File: src/hw/rtl/rtc3w_pkg.sv
// ============================================================================
// rtc3w_pkg
// Shared types and constants of the three-wire RTC serial master.
// ============================================================================
`default_nettype none

package rtc3w_pkg;

  // Number of time registers written by set-time and read by read-time.
  localparam int TIME_REGISTERS = 7;
  // Number of configuration registers (one per time register byte).
  localparam int NUM_CFG_REGS   = 7;
  localparam int CFG_IDX_W      = 3;

  // Command codes carried by a request.
  localparam logic [2:0] CMD_TICK  = 3'd0;
  localparam logic [2:0] CMD_WRITE = 3'd1;
  localparam logic [2:0] CMD_READ  = 3'd2;
  localparam logic [2:0] CMD_SET   = 3'd3;
  localparam logic [2:0] CMD_GET   = 3'd4;

  // Command bytes and data bytes used by the time sequences.
  localparam logic [7:0] WP_ADDR     = 8'h8E;
  localparam logic [7:0] WP_CLEAR    = 8'h00;
  localparam logic [7:0] WP_SET      = 8'h80;
  localparam logic [7:0] SEC_WR_ADDR = 8'h80;
  localparam logic [7:0] SEC_RD_ADDR = 8'h81;

  // Phase of one byte access.
  typedef enum logic [2:0] {
    PH_IDLE,
    PH_START,
    PH_ADDR,
    PH_DATA,
    PH_STOP
  } phase_t;

  // Time register bytes as held by the configuration block.
  typedef logic [NUM_CFG_REGS-1:0][7:0] time_regs_t;

  localparam time_regs_t TIME_RESET = {8'h15, 8'h02, 8'h05, 8'h20, 8'h13, 8'h14, 8'h00};

  // One result: pin levels and read status for one tick.
  typedef struct packed {
    logic       enable_pin;
    logic       clock_pin;
    logic       io_out;
    logic       io_drive;
    logic       busy_res;
    logic [7:0] read_data;
    logic       read_valid;
    logic [2:0] register_index;
    logic       sequence_last;
  } res_t;

  // Number of byte accesses that a command kind performs.
  function automatic logic [3:0] access_count(input logic [2:0] kind);
    logic [3:0] cnt;
    cnt = 4'd1;
    if (kind == CMD_SET) begin
      cnt = 4'(TIME_REGISTERS + 2);
    end else if (kind == CMD_GET) begin
      cnt = 4'(TIME_REGISTERS);
    end
    return cnt;
  endfunction

endpackage

`default_nettype wire

File: src/hw/rtl/rtc3w_if.sv
// ============================================================================
// rtc3w_if
// Valid/ready channels of the three-wire RTC serial master.
// ============================================================================
`default_nettype none

// Request channel: one tick, optionally carrying a command.
interface rtc3w_req_if;
  logic       valid;
  logic       ready;
  logic [2:0] command;
  logic [7:0] address;
  logic [7:0] write_data;
  logic       io_in;

  modport source (output valid, command, address, write_data, io_in, input ready);
  modport sink   (input valid, command, address, write_data, io_in, output ready);
endinterface

// Result channel: pin levels and read status of one tick.
interface rtc3w_res_if;
  logic       valid;
  logic       ready;
  logic       enable_pin;
  logic       clock_pin;
  logic       io_out;
  logic       io_drive;
  logic       busy_res;
  logic [7:0] read_data;
  logic       read_valid;
  logic [2:0] register_index;
  logic       sequence_last;

  modport source (output valid, enable_pin, clock_pin, io_out, io_drive, busy_res,
                  read_data, read_valid, register_index, sequence_last, input ready);
  modport sink   (input valid, enable_pin, clock_pin, io_out, io_drive, busy_res,
                  read_data, read_valid, register_index, sequence_last, output ready);
endinterface

`default_nettype wire

File: src/hw/rtl/rtc3w_cfg_regs.sv
// ============================================================================
// rtc3w_cfg_regs
// Time register bytes written through the configuration port.
// ============================================================================
`default_nettype none

module rtc3w_cfg_regs
  import rtc3w_pkg::*;
(
  input  wire logic                 clk,
  input  wire logic                 rst_n,
  input  wire logic                 cfg_we,
  input  wire logic [CFG_IDX_W-1:0] cfg_index,
  input  wire logic [7:0]           cfg_wdata,
  output time_regs_t                time_regs
);

  time_regs_t regs_r;

  // Writes beyond the register list are dropped.
  always_ff @(posedge clk) begin
    if (!rst_n) begin
      regs_r <= TIME_RESET;
    end else if (cfg_we && (cfg_index < CFG_IDX_W'(NUM_CFG_REGS))) begin
      regs_r[cfg_index] <= cfg_wdata;
    end
  end

  assign time_regs = regs_r;

endmodule

`default_nettype wire

File: src/hw/rtl/rtc3w_core.sv
// ============================================================================
// rtc3w_core
// Access sequencer: tracks phase, bit and step, and forms one result per tick.
// ============================================================================
`default_nettype none

module rtc3w_core
  import rtc3w_pkg::*;
(
  input  wire logic       clk,
  input  wire logic       rst_n,
  input  wire logic       step_en,
  input  wire logic [2:0] command,
  input  wire logic [7:0] address,
  input  wire logic [7:0] write_data,
  input  wire logic       io_in,
  input  wire time_regs_t time_regs,
  output res_t            res
);

  phase_t     phase_r, phase_nxt;
  logic [2:0] kind_r, kind_nxt;
  logic [3:0] step_r, step_nxt;
  logic [2:0] bit_r, bit_nxt;
  logic       half_r, half_nxt;
  logic [7:0] shift_in_r, shift_in_nxt;
  logic [7:0] single_addr_r, single_addr_nxt;
  logic [7:0] single_data_r, single_data_nxt;

  logic       start;
  phase_t     cur_phase;
  logic [2:0] kind_eff;
  logic       reads;
  logic [3:0] step_inc;
  logic       seq_done;
  logic [3:0] tidx;
  logic [7:0] treg;
  logic [7:0] addr_byte;
  logic [7:0] data_byte;
  logic       tx_bit;

  // A command starts only while idle; unknown codes are plain ticks.
  assign start = (phase_r == PH_IDLE) &&
                 (command == CMD_WRITE || command == CMD_READ ||
                  command == CMD_SET   || command == CMD_GET);
  assign cur_phase = start ? PH_START : phase_r;
  assign kind_eff  = start ? command : kind_r;
  assign reads     = (kind_eff == CMD_READ) || (kind_eff == CMD_GET);
  assign step_inc  = step_r + 4'd1;
  assign seq_done  = !(step_inc < access_count(kind_r));

  // Time register for the current set-time step; registers past the list read 0.
  assign tidx = step_r - 4'd1;
  assign treg = (tidx < 4'(NUM_CFG_REGS)) ? time_regs[tidx[2:0]] : 8'h00;

  // Command byte and data byte of the current access.
  always_comb begin
    addr_byte = single_addr_r;
    data_byte = single_data_r;
    if (kind_r == CMD_SET) begin
      if (step_r == 4'd0) begin
        addr_byte = WP_ADDR;
        data_byte = WP_CLEAR;
      end else if (step_r > 4'(TIME_REGISTERS)) begin
        addr_byte = WP_ADDR;
        data_byte = WP_SET;
      end else begin
        addr_byte = SEC_WR_ADDR + 8'({tidx, 1'b0});
        data_byte = treg;
      end
    end else if (kind_r == CMD_GET) begin
      addr_byte = SEC_RD_ADDR + 8'({step_r, 1'b0});
      data_byte = 8'h00;
    end
  end

  assign tx_bit = (phase_r == PH_ADDR) ? addr_byte[bit_r] : data_byte[bit_r];

  // Next state.
  always_comb begin
    phase_nxt       = phase_r;
    kind_nxt        = kind_r;
    step_nxt        = step_r;
    bit_nxt         = bit_r;
    half_nxt        = half_r;
    shift_in_nxt    = shift_in_r;
    single_addr_nxt = single_addr_r;
    single_data_nxt = single_data_r;
    if (start) begin
      kind_nxt        = command;
      single_addr_nxt = address;
      single_data_nxt = write_data;
      step_nxt        = 4'd0;
    end
    unique case (cur_phase)
      PH_IDLE: begin
        phase_nxt = PH_IDLE;
      end
      PH_START: begin
        phase_nxt = PH_ADDR;
        bit_nxt   = 3'd0;
        half_nxt  = 1'b0;
      end
      PH_ADDR, PH_DATA: begin
        if (cur_phase == PH_DATA && reads && !half_r) begin
          shift_in_nxt = {io_in, shift_in_r[7:1]};
        end
        if (!half_r) begin
          half_nxt = 1'b1;
        end else begin
          half_nxt = 1'b0;
          bit_nxt  = bit_r + 3'd1;
          if (bit_r == 3'd7) begin
            phase_nxt = (cur_phase == PH_ADDR) ? PH_DATA : PH_STOP;
          end
        end
      end
      PH_STOP: begin
        if (seq_done) begin
          phase_nxt = PH_IDLE;
          step_nxt  = 4'd0;
        end else begin
          phase_nxt = PH_START;
          step_nxt  = step_inc;
        end
      end
      default: begin
        phase_nxt = PH_IDLE;
      end
    endcase
  end

  // Result of the current tick.
  always_comb begin
    res          = '0;
    res.busy_res = (cur_phase != PH_IDLE);
    unique case (cur_phase)
      PH_ADDR, PH_DATA: begin
        res.enable_pin = 1'b1;
        res.clock_pin  = half_r;
        res.io_drive   = !(cur_phase == PH_DATA && reads);
        res.io_out     = res.io_drive & tx_bit;
      end
      PH_STOP: begin
        res.sequence_last = seq_done;
        if (reads) begin
          res.read_valid     = 1'b1;
          res.read_data      = shift_in_r;
          res.register_index = (kind_r == CMD_GET) ? step_r[2:0] : 3'd0;
        end
      end
      default: begin
        res.busy_res = (cur_phase != PH_IDLE);
      end
    endcase
  end

  // State registers advance once per accepted tick.
  always_ff @(posedge clk) begin
    if (!rst_n) begin
      phase_r       <= PH_IDLE;
      kind_r        <= CMD_TICK;
      step_r        <= 4'd0;
      bit_r         <= 3'd0;
      half_r        <= 1'b0;
      shift_in_r    <= 8'h00;
      single_addr_r <= 8'h00;
      single_data_r <= 8'h00;
    end else if (step_en) begin
      phase_r       <= phase_nxt;
      kind_r        <= kind_nxt;
      step_r        <= step_nxt;
      bit_r         <= bit_nxt;
      half_r        <= half_nxt;
      shift_in_r    <= shift_in_nxt;
      single_addr_r <= single_addr_nxt;
      single_data_r <= single_data_nxt;
    end
  end

endmodule

`default_nettype wire

File: src/hw/rtl/rtc_three_wire_serial_master.sv
// ============================================================================
// rtc_three_wire_serial_master
// Three-wire serial master for a real-time-clock chip, one tick per request.
// ============================================================================
// Usage:
//   Each request on in_ch is one half period of the serial clock. Its command
//   field may start a single write, a single read, a set-time sequence or a
//   read-time sequence; commands that arrive while an access runs are ignored.
//   Every request yields exactly one result on out_ch with the enable, clock
//   and data pin levels for that tick, plus busy, read data and last flags.
//   Each byte access takes 34 ticks: start, 16 address ticks, 16 data ticks,
//   stop. Set-time runs nine accesses, read-time seven.
//   The result is registered and valid the cycle after the request is
//   accepted. Throughput is one request per cycle while the receiver takes
//   results, set by the single state update of the access sequencer.
//   When the receiver stalls, the held result stays on out_ch and a new
//   request is accepted in the same cycle the held one is taken.
//   Reset (rst_n low, synchronous) returns the sequencer to idle, empties the
//   result register and loads the default time register bytes.
//   The cfg_ port writes time register bytes; write only while idle.
// ============================================================================
`default_nettype none

module rtc_three_wire_serial_master
  import rtc3w_pkg::*;
(
  input  wire logic                 clk,
  input  wire logic                 rst_n,
  rtc3w_req_if.sink                 in_ch,
  rtc3w_res_if.source               out_ch,
  input  wire logic                 cfg_we,
  input  wire logic [CFG_IDX_W-1:0] cfg_index,
  input  wire logic [7:0]           cfg_wdata
);

  time_regs_t time_regs;
  res_t       core_res;
  res_t       res_r;
  logic       out_valid_r;
  logic       in_fire;

  // Time register bytes.
  rtc3w_cfg_regs u_cfg (
    .clk       (clk),
    .rst_n     (rst_n),
    .cfg_we    (cfg_we),
    .cfg_index (cfg_index),
    .cfg_wdata (cfg_wdata),
    .time_regs (time_regs)
  );

  // Access sequencer.
  rtc3w_core u_core (
    .clk        (clk),
    .rst_n      (rst_n),
    .step_en    (in_fire),
    .command    (in_ch.command),
    .address    (in_ch.address),
    .write_data (in_ch.write_data),
    .io_in      (in_ch.io_in),
    .time_regs  (time_regs),
    .res        (core_res)
  );

  // Accept when the result register is empty or is being emptied.
  assign in_ch.ready = !out_valid_r || out_ch.ready;
  assign in_fire     = in_ch.valid && in_ch.ready;

  // Result register.
  always_ff @(posedge clk) begin
    if (!rst_n) begin
      out_valid_r <= 1'b0;
    end else if (in_fire) begin
      out_valid_r <= 1'b1;
    end else if (out_ch.ready) begin
      out_valid_r <= 1'b0;
    end
  end

  always_ff @(posedge clk) begin
    if (in_fire) begin
      res_r <= core_res;
    end
  end

  assign out_ch.valid          = out_valid_r;
  assign out_ch.enable_pin     = res_r.enable_pin;
  assign out_ch.clock_pin      = res_r.clock_pin;
  assign out_ch.io_out         = res_r.io_out;
  assign out_ch.io_drive       = res_r.io_drive;
  assign out_ch.busy_res       = res_r.busy_res;
  assign out_ch.read_data      = res_r.read_data;
  assign out_ch.read_valid     = res_r.read_valid;
  assign out_ch.register_index = res_r.register_index;
  assign out_ch.sequence_last  = res_r.sequence_last;

  // The serial clock only rises while enable is high.
  a_clk_needs_enable: assert property (@(posedge clk) disable iff (!rst_n)
    (out_valid_r && res_r.clock_pin) |-> res_r.enable_pin)
    else $error("clock pin high with enable low");

  // Read bytes are reported on a stop tick of a running command.
  a_read_on_stop: assert property (@(posedge clk) disable iff (!rst_n)
    (out_valid_r && res_r.read_valid) |-> (res_r.busy_res && !res_r.enable_pin))
    else $error("read byte outside a stop tick");

  // A released data pin carries no level.
  a_released_io_low: assert property (@(posedge clk) disable iff (!rst_n)
    (out_valid_r && !res_r.io_drive) |-> !res_r.io_out)
    else $error("io level driven while released");

  // After the final tick of a command, the next tick is idle unless it starts one.
  a_last_then_idle: assert property (@(posedge clk) disable iff (!rst_n)
    (in_fire && core_res.sequence_last) ##1 (in_fire && in_ch.command == CMD_TICK)
      |-> !core_res.busy_res)
    else $error("sequencer busy after the final tick");

endmodule

`default_nettype wire

File: src/flat_wrapper.sv
// flat-port wrapper written by rule: the top's interface ports become plain ports
module rtc_three_wire_serial_master_flat import rtc3w_pkg::*;
  (clk, rst_n, cfg_we, cfg_index, cfg_wdata, in_ch_valid, in_ch_command, in_ch_address, in_ch_write_data, in_ch_io_in, in_ch_ready, out_ch_valid, out_ch_enable_pin, out_ch_clock_pin, out_ch_io_out, out_ch_io_drive, out_ch_busy_res, out_ch_read_data, out_ch_read_valid, out_ch_register_index, out_ch_sequence_last, out_ch_ready);
  rtc3w_req_if in_ch_i ();
  rtc3w_res_if out_ch_i ();
  input  wire logic clk;
  input  wire logic rst_n;
  input  wire logic cfg_we;
  input  wire logic [CFG_IDX_W-1:0] cfg_index;
  input  wire logic [7:0] cfg_wdata;
  input wire logic [$bits(in_ch_i.valid)-1:0] in_ch_valid;
  input wire logic [$bits(in_ch_i.command)-1:0] in_ch_command;
  input wire logic [$bits(in_ch_i.address)-1:0] in_ch_address;
  input wire logic [$bits(in_ch_i.write_data)-1:0] in_ch_write_data;
  input wire logic [$bits(in_ch_i.io_in)-1:0] in_ch_io_in;
  output wire logic [$bits(in_ch_i.ready)-1:0] in_ch_ready;
  output wire logic [$bits(out_ch_i.valid)-1:0] out_ch_valid;
  output wire logic [$bits(out_ch_i.enable_pin)-1:0] out_ch_enable_pin;
  output wire logic [$bits(out_ch_i.clock_pin)-1:0] out_ch_clock_pin;
  output wire logic [$bits(out_ch_i.io_out)-1:0] out_ch_io_out;
  output wire logic [$bits(out_ch_i.io_drive)-1:0] out_ch_io_drive;
  output wire logic [$bits(out_ch_i.busy_res)-1:0] out_ch_busy_res;
  output wire logic [$bits(out_ch_i.read_data)-1:0] out_ch_read_data;
  output wire logic [$bits(out_ch_i.read_valid)-1:0] out_ch_read_valid;
  output wire logic [$bits(out_ch_i.register_index)-1:0] out_ch_register_index;
  output wire logic [$bits(out_ch_i.sequence_last)-1:0] out_ch_sequence_last;
  input wire logic [$bits(out_ch_i.ready)-1:0] out_ch_ready;
  assign in_ch_i.valid = in_ch_valid;
  assign in_ch_i.command = in_ch_command;
  assign in_ch_i.address = in_ch_address;
  assign in_ch_i.write_data = in_ch_write_data;
  assign in_ch_i.io_in = in_ch_io_in;
  assign in_ch_ready = in_ch_i.ready;
  assign out_ch_valid = out_ch_i.valid;
  assign out_ch_enable_pin = out_ch_i.enable_pin;
  assign out_ch_clock_pin = out_ch_i.clock_pin;
  assign out_ch_io_out = out_ch_i.io_out;
  assign out_ch_io_drive = out_ch_i.io_drive;
  assign out_ch_busy_res = out_ch_i.busy_res;
  assign out_ch_read_data = out_ch_i.read_data;
  assign out_ch_read_valid = out_ch_i.read_valid;
  assign out_ch_register_index = out_ch_i.register_index;
  assign out_ch_sequence_last = out_ch_i.sequence_last;
  assign out_ch_i.ready = out_ch_ready;
  rtc_three_wire_serial_master u_core (.clk(clk), .rst_n(rst_n), .in_ch(in_ch_i), .out_ch(out_ch_i), .cfg_we(cfg_we), .cfg_index(cfg_index), .cfg_wdata(cfg_wdata));
endmodule
File: config.mk
export PLATFORM = sky130hd
export DESIGN_NAME = rtc_three_wire_serial_master_flat
export DESIGN_NICKNAME = d
export VERILOG_FILES = /design/src/hw/rtl/rtc3w_pkg.sv /design/src/hw/rtl/rtc3w_if.sv /design/src/hw/rtl/rtc3w_cfg_regs.sv /design/src/hw/rtl/rtc3w_core.sv /design/src/hw/rtl/rtc_three_wire_serial_master.sv /design/src/flat_wrapper.sv
export SDC_FILE = /design/constraint.sdc
export NUM_CORES = 1
export LEC_CHECK = 0
export ABC_CLOCK_PERIOD_IN_PS = 3500
export BUFFER_PORTS_ARGS = -buffer_cell sky130_fd_sc_hd__buf_2
export CAP_MARGIN = 20
export CORE_MARGIN = 2
export CORE_UTILIZATION = 59
export DETAILED_ROUTE_END_ITERATION = 10
export GPL_ROUTABILITY_DRIVEN = 0
export PLACE_DENSITY = 0.8
export SYNTH_ARGS = -nofsm -noshare
export SYNTH_HDL_FRONTEND = slang
export SYNTH_SLANG_ARGS = --single-unit
File: constraint.sdc
create_clock -name clk -period 3.5 [get_ports clk]
set_clock_uncertainty 0.15 [all_clocks]
set_input_delay 0.175 -clock clk [delete_from_list [all_inputs] [get_ports clk]]
set_output_delay 0.175 -clock clk [all_outputs]
set_load 0.005 [all_outputs]
==> results.md <==
Run status:
- The run finished, with violations left.
- The checks that failed: hold timing.

Setup path:
- The worst setup path startpoint is u_core.u_core.step_r[1]$_SDFFE_PN0P_.
- STA classifies the critical path endpoint as a flip-flop.
- The data arrival at the endpoint of the critical path is 3.20 ns.
- The depth of the most critical reg-to-reg path is 8.
- The largest driver fanout on the critical path is 17.
- STA classifies the critical path startpoint as a flip-flop.
- The required time of the critical path is 3.69 ns.
- The worst setup path is of the reg -> reg kind.
- The startpoint of the most critical register-to-register path is u_core.u_core.step_r[1]$_SDFFE_PN0P_.

Global route:
- The global routing stage identified its most utilized layer as met2.
- The global routing met3 resource utilization is 7.56%.
- The met1 global-route usage is 35.1%.
- For this run, the total global-route usage over all layers was measured as 29.6%.
- The met2 capacity usage during global routing is between 50% and 60%.
- The first global-routing pass estimated between 20000 and 25000 µm of wire.
- The number of antenna violations at the first check in global routing is 0.
- The overflow left after global routing is 0.
- The via count of the first global-routing pass is 4839.
- Entering global routing, the biggest net connects around 70 pins.

Yosys:
- The number of synthesized flops with an enable pin is 18.
- Sequential cells were found to cover about 44% of the synthesized design area.
- Synthesis handed over a netlist of 625 instances.
- The cell area after synthesis is about 0.0055 mm².
- Of all flip-flops after synthesis, the portion carrying an async set or reset was 0%.
- Synthesis produced a netlist with a net count of ~670.
- Synthesis inferred 113 register bits.
- Yosys printed 0 warnings.
- The most used flip-flop cell after synthesis is dfxtp_1.
- Dividing the synthesized area by the synthesized cell count gives 8.80 µm².
- The count of distinct cell types in the synthesized netlist is 73.

Detailed routing:
- The count of unresolved DRC violations after routing is 0.
- Once detail routing completed, the nets flagged for antenna violations numbered 0.
- Dividing the detail-routed wire length by the instance count gives 17.5 µm.
- After detailed routing, the total wire length is 14500 µm.
- In this run, the number of DRC markers left after iteration 0 of detailed routing was 437.
- The average via count per standard cell is around 6.
- The routed layout has 4985 vias.
- The length of the first detailed-routing pass in iterations is 5.

Floorplan:
- The core area is a little over 0.009 mm².
- The floorplan step set the die height to 101 µm.
- In this run the count of I/O pins placed on the die edge is 56.
- The die covers slightly above 0.01 mm².
- The total number of placement rows is 35.
- The effective utilization at floorplan is about three fifths.
- Measured along the x axis, the die boundary spans 101 µm.

STA:
- The setup TNS after final layout is 0 ns.
- The smallest setup slack after layout is 0.492 ns.
- The minimum period implied by the final worst setup slack is around 3.0 ns.
- The number of endpoints failing setup at the final stage is 0.
- The pin slew with the least headroom to its limit is 0.996 ns.
- The final max-slew violation count is 0.
- On the final layout, the worst hold slack is -0.0287 ns.
- The final hold violation count came to 2.
- Setup repair after global routing left no endpoint under its margin.
- Derived from the worst setup path, the maximum achievable clock frequency is approximately 330 MHz.
- In the finished design, the share of the clock period the worst path needs comes to 85.9%.
- The relative slew slack is about a third.

Layout:
- The number of nets at the end of the flow is 750.
- Excluding fillers, the count of instances in the completed layout stands at 831.
- Cells with a size suffix above 1 make up 16.3% of the layout.
- The top cell types in the final layout, fill and taps aside, are nand2_1, dfxtp_1, a21boi_0.
- The layout has 664 filler cells.
- The area growth from synthesis to layout is 22.2%.
- The number of antenna diodes in the final layout is 0.
- The most frequent standard cell in the layout excluding fill and tap cells is nand2_1.

Run:
- The reported max-cap violation count is 0.

Power and ir drop:
- In this run the static leakage power is roughly 0.0025 µW.
- The power per cell area is 499 mW/mm².
- VDD sags by at most between 0.3 and 0.4 mV.

Min path:
- The startpoint of the tightest hold check path is cfg_index[1].
- The min-delay analysis places its worst path in the category in -> reg.
- Along the worst hold path, the cell count comes to 4.

Place:
- The number of input and output port buffers inserted is between 50 and 60.
- Once placement completed, the tool counted placed cells totaling ~770.
- After legalization and detailed placement, the total HPWL measured 9240 µm.
- Timing analysis after detailed placement gives a worst setup slack of 0.548 ns.

Clock tree:
- The cell at the root of the clock tree is clkbuf_8.
- The maximum level of the CTS H-tree is 4.
- In this run the deepest clock path goes through 2 buffers.
- Clock-pin slew was measured on the worst setup and hold paths at 0.06 ns.
- After clock tree synthesis, the setup repair step added 0 buffers.
- TritonCTS built the clock tree.
- At the later pin of the worst-skew pair, clock insertion delay measures roughly 0.52 ns.
- The clock net in this run drives a total of around 110 sinks.
- TritonCTS created 17 clock buffers.
-- worst max-delay path, stage by stage, from the launching register on --
cell and delay [ns]:
dfxtp_1 0.49, inv_1 0.13, ha_1 0.74, mux4_2 0.33
nor3_1 0.05, o221a_2 0.26, o41ai_1 0.42, a31oi_1 0.09
nor4_1 0.18
-- flip-flops by register name, summed over array words and instances, names as in the netlist --
| register | count |
|---|---|
| u_core.out_ch.busy_res | 1 |
| u_core.out_ch.clock_pin | 1 |
| u_core.out_ch.enable_pin | 1 |
| u_core.out_ch.io_drive | 1 |
| u_core.out_ch.io_out | 1 |
| u_core.out_ch.read_data | 8 |
| u_core.out_ch.read_valid | 1 |
| u_core.out_ch.register_index | 3 |
| u_core.out_ch.sequence_last | 1 |
| u_core.out_ch.valid | 1 |
| u_core.u_cfg.time_regs | 56 |
| u_core.u_core.bit_r | 3 |
| u_core.u_core.half_r | 1 |
| u_core.u_core.kind_r | 3 |
| u_core.u_core.phase_r | 3 |
| u_core.u_core.shift_in_r | 8 |
| u_core.u_core.single_addr_r | 8 |
| u_core.u_core.single_data_r | 8 |
| u_core.u_core.step_r | 4 |
-- cell usage after synthesis, types with 2 or more instances --
cell type | n | area, µm²
mux2i_1 | 15 | 150
xnor2_1 | 3 | 26.3
a221o_1 | 2 | 20.0
nand2_1 | 179 | 672
ha_1 | 7 | 87.6
a22oi_1 | 2 | 15.0
nor4bb_1 | 2 | 20.0
buf_2 | 10 | 50.1
mux4_1 | 2 | 52.6
dfxtp_1 | 95 | 1900
a211oi_1 | 3 | 22.5
a2111oi_2 | 2 | 30.0
a31oi_1 | 2 | 12.5
nand2b_1 | 7 | 43.8
inv_1 | 10 | 37.5
nand4_1 | 2 | 12.5
nand3b_1 | 3 | 22.5
mux4_2 | 6 | 135
a21boi_0 | 67 | 503
a21oi_1 | 10 | 50.1
nor2b_1 | 15 | 93.8
a21boi_1 | 3 | 22.5
clkbuf_1 | 18 | 67.6
nor4_1 | 4 | 25.0
nor3_1 | 7 | 35.0
a221oi_1 | 3 | 26.3
and2_1 | 9 | 56.3
edfxtp_1 | 18 | 541
o41ai_1 | 2 | 17.5
and3_1 | 7 | 43.8
o221a_2 | 2 | 22.5
o21ai_1 | 2 | 10.0
o21ai_0 | 16 | 80.1
nor2_1 | 28 | 105
nand3_1 | 24 | 120
-- through the flow --
| stage | util [%] | instance area, µm² | hold slack [ns] | total power, µW |
|---|---|---|---|---|
| after floorplan | - | 5500 | 0.149 | 1560 |
| after detailed placement | 63.5 | 5810 | 0.287 | 1640 |
| after global placement | 63.5 | 5810 | 0.280 | 1630 |
| after CTS | 73.1 | 6690 | 0.0628 | 3340 |
| after global routing | 73.5 | 6720 | 0.00691 | 3440 |
| final | 73.5 | 6720 | -0.0287 | 3360 |
-- layout make-up --
cell class	count	area, µm²	area share [%]
Multi-Input combinational cell	469	2870	42.7
Sequential cell	113	2440	36.3
Timing Repair Buffer	94	646	9.60
Clock buffer	17	414	6.16
Clock inverter	15	169	2.51
Tap cell	111	139	2.07
Inverter	12	45.0	0.670
-- timing repair --
item | 4_1_cts | 5_1_grt
hold buffers | 30 | 2
resized for setup | 0 | 0
hold endpoints to repair | 77 | 1
-- cell families after synthesis --
kind of cell | after synthesis | share of synthesized area (%)
compound gates | 132 | 17.8
xor+xnor | 6 | 1.23
fa+ha+maj | 7 | 1.59
buf+inv | 43 | 3.43
flops | 113 | 44.4
mux | 25 | 6.62
simple gates | 299 | 25.0
-- routing by layer --
metal / up-vias / part of all wire [%]
met2: 234 / 50
met5: - / 0
met3: 34 / 7.7
li1: 2345 / -
met1: 2372 / 40
met4: 0 / 2.4
-- final timing paths --
path,to,slack (ns)
max reg2reg,u_core.out_ch.io_out$_SDFFCE_PN0P_,0.49
max,u_core.out_ch.io_out$_SDFFCE_PN0P_,0.49
min,u_core.u_cfg.time_regs[14]$_SDFFE_PN0P_,-0.03
min reg2reg,u_core.u_core.single_data_r[2]$_SDFFE_PN0P_,0.32
-- power breakdown --
| part | internal [µW] | switching [µW] |
|---|---|---|
| Sequential | 1360 | 32.3 |
| Clock | 1080 | 630 |
| Combinational | 113 | 142 |
| Total | 2550 | 804 |
(Power assumes the default switching activity.)
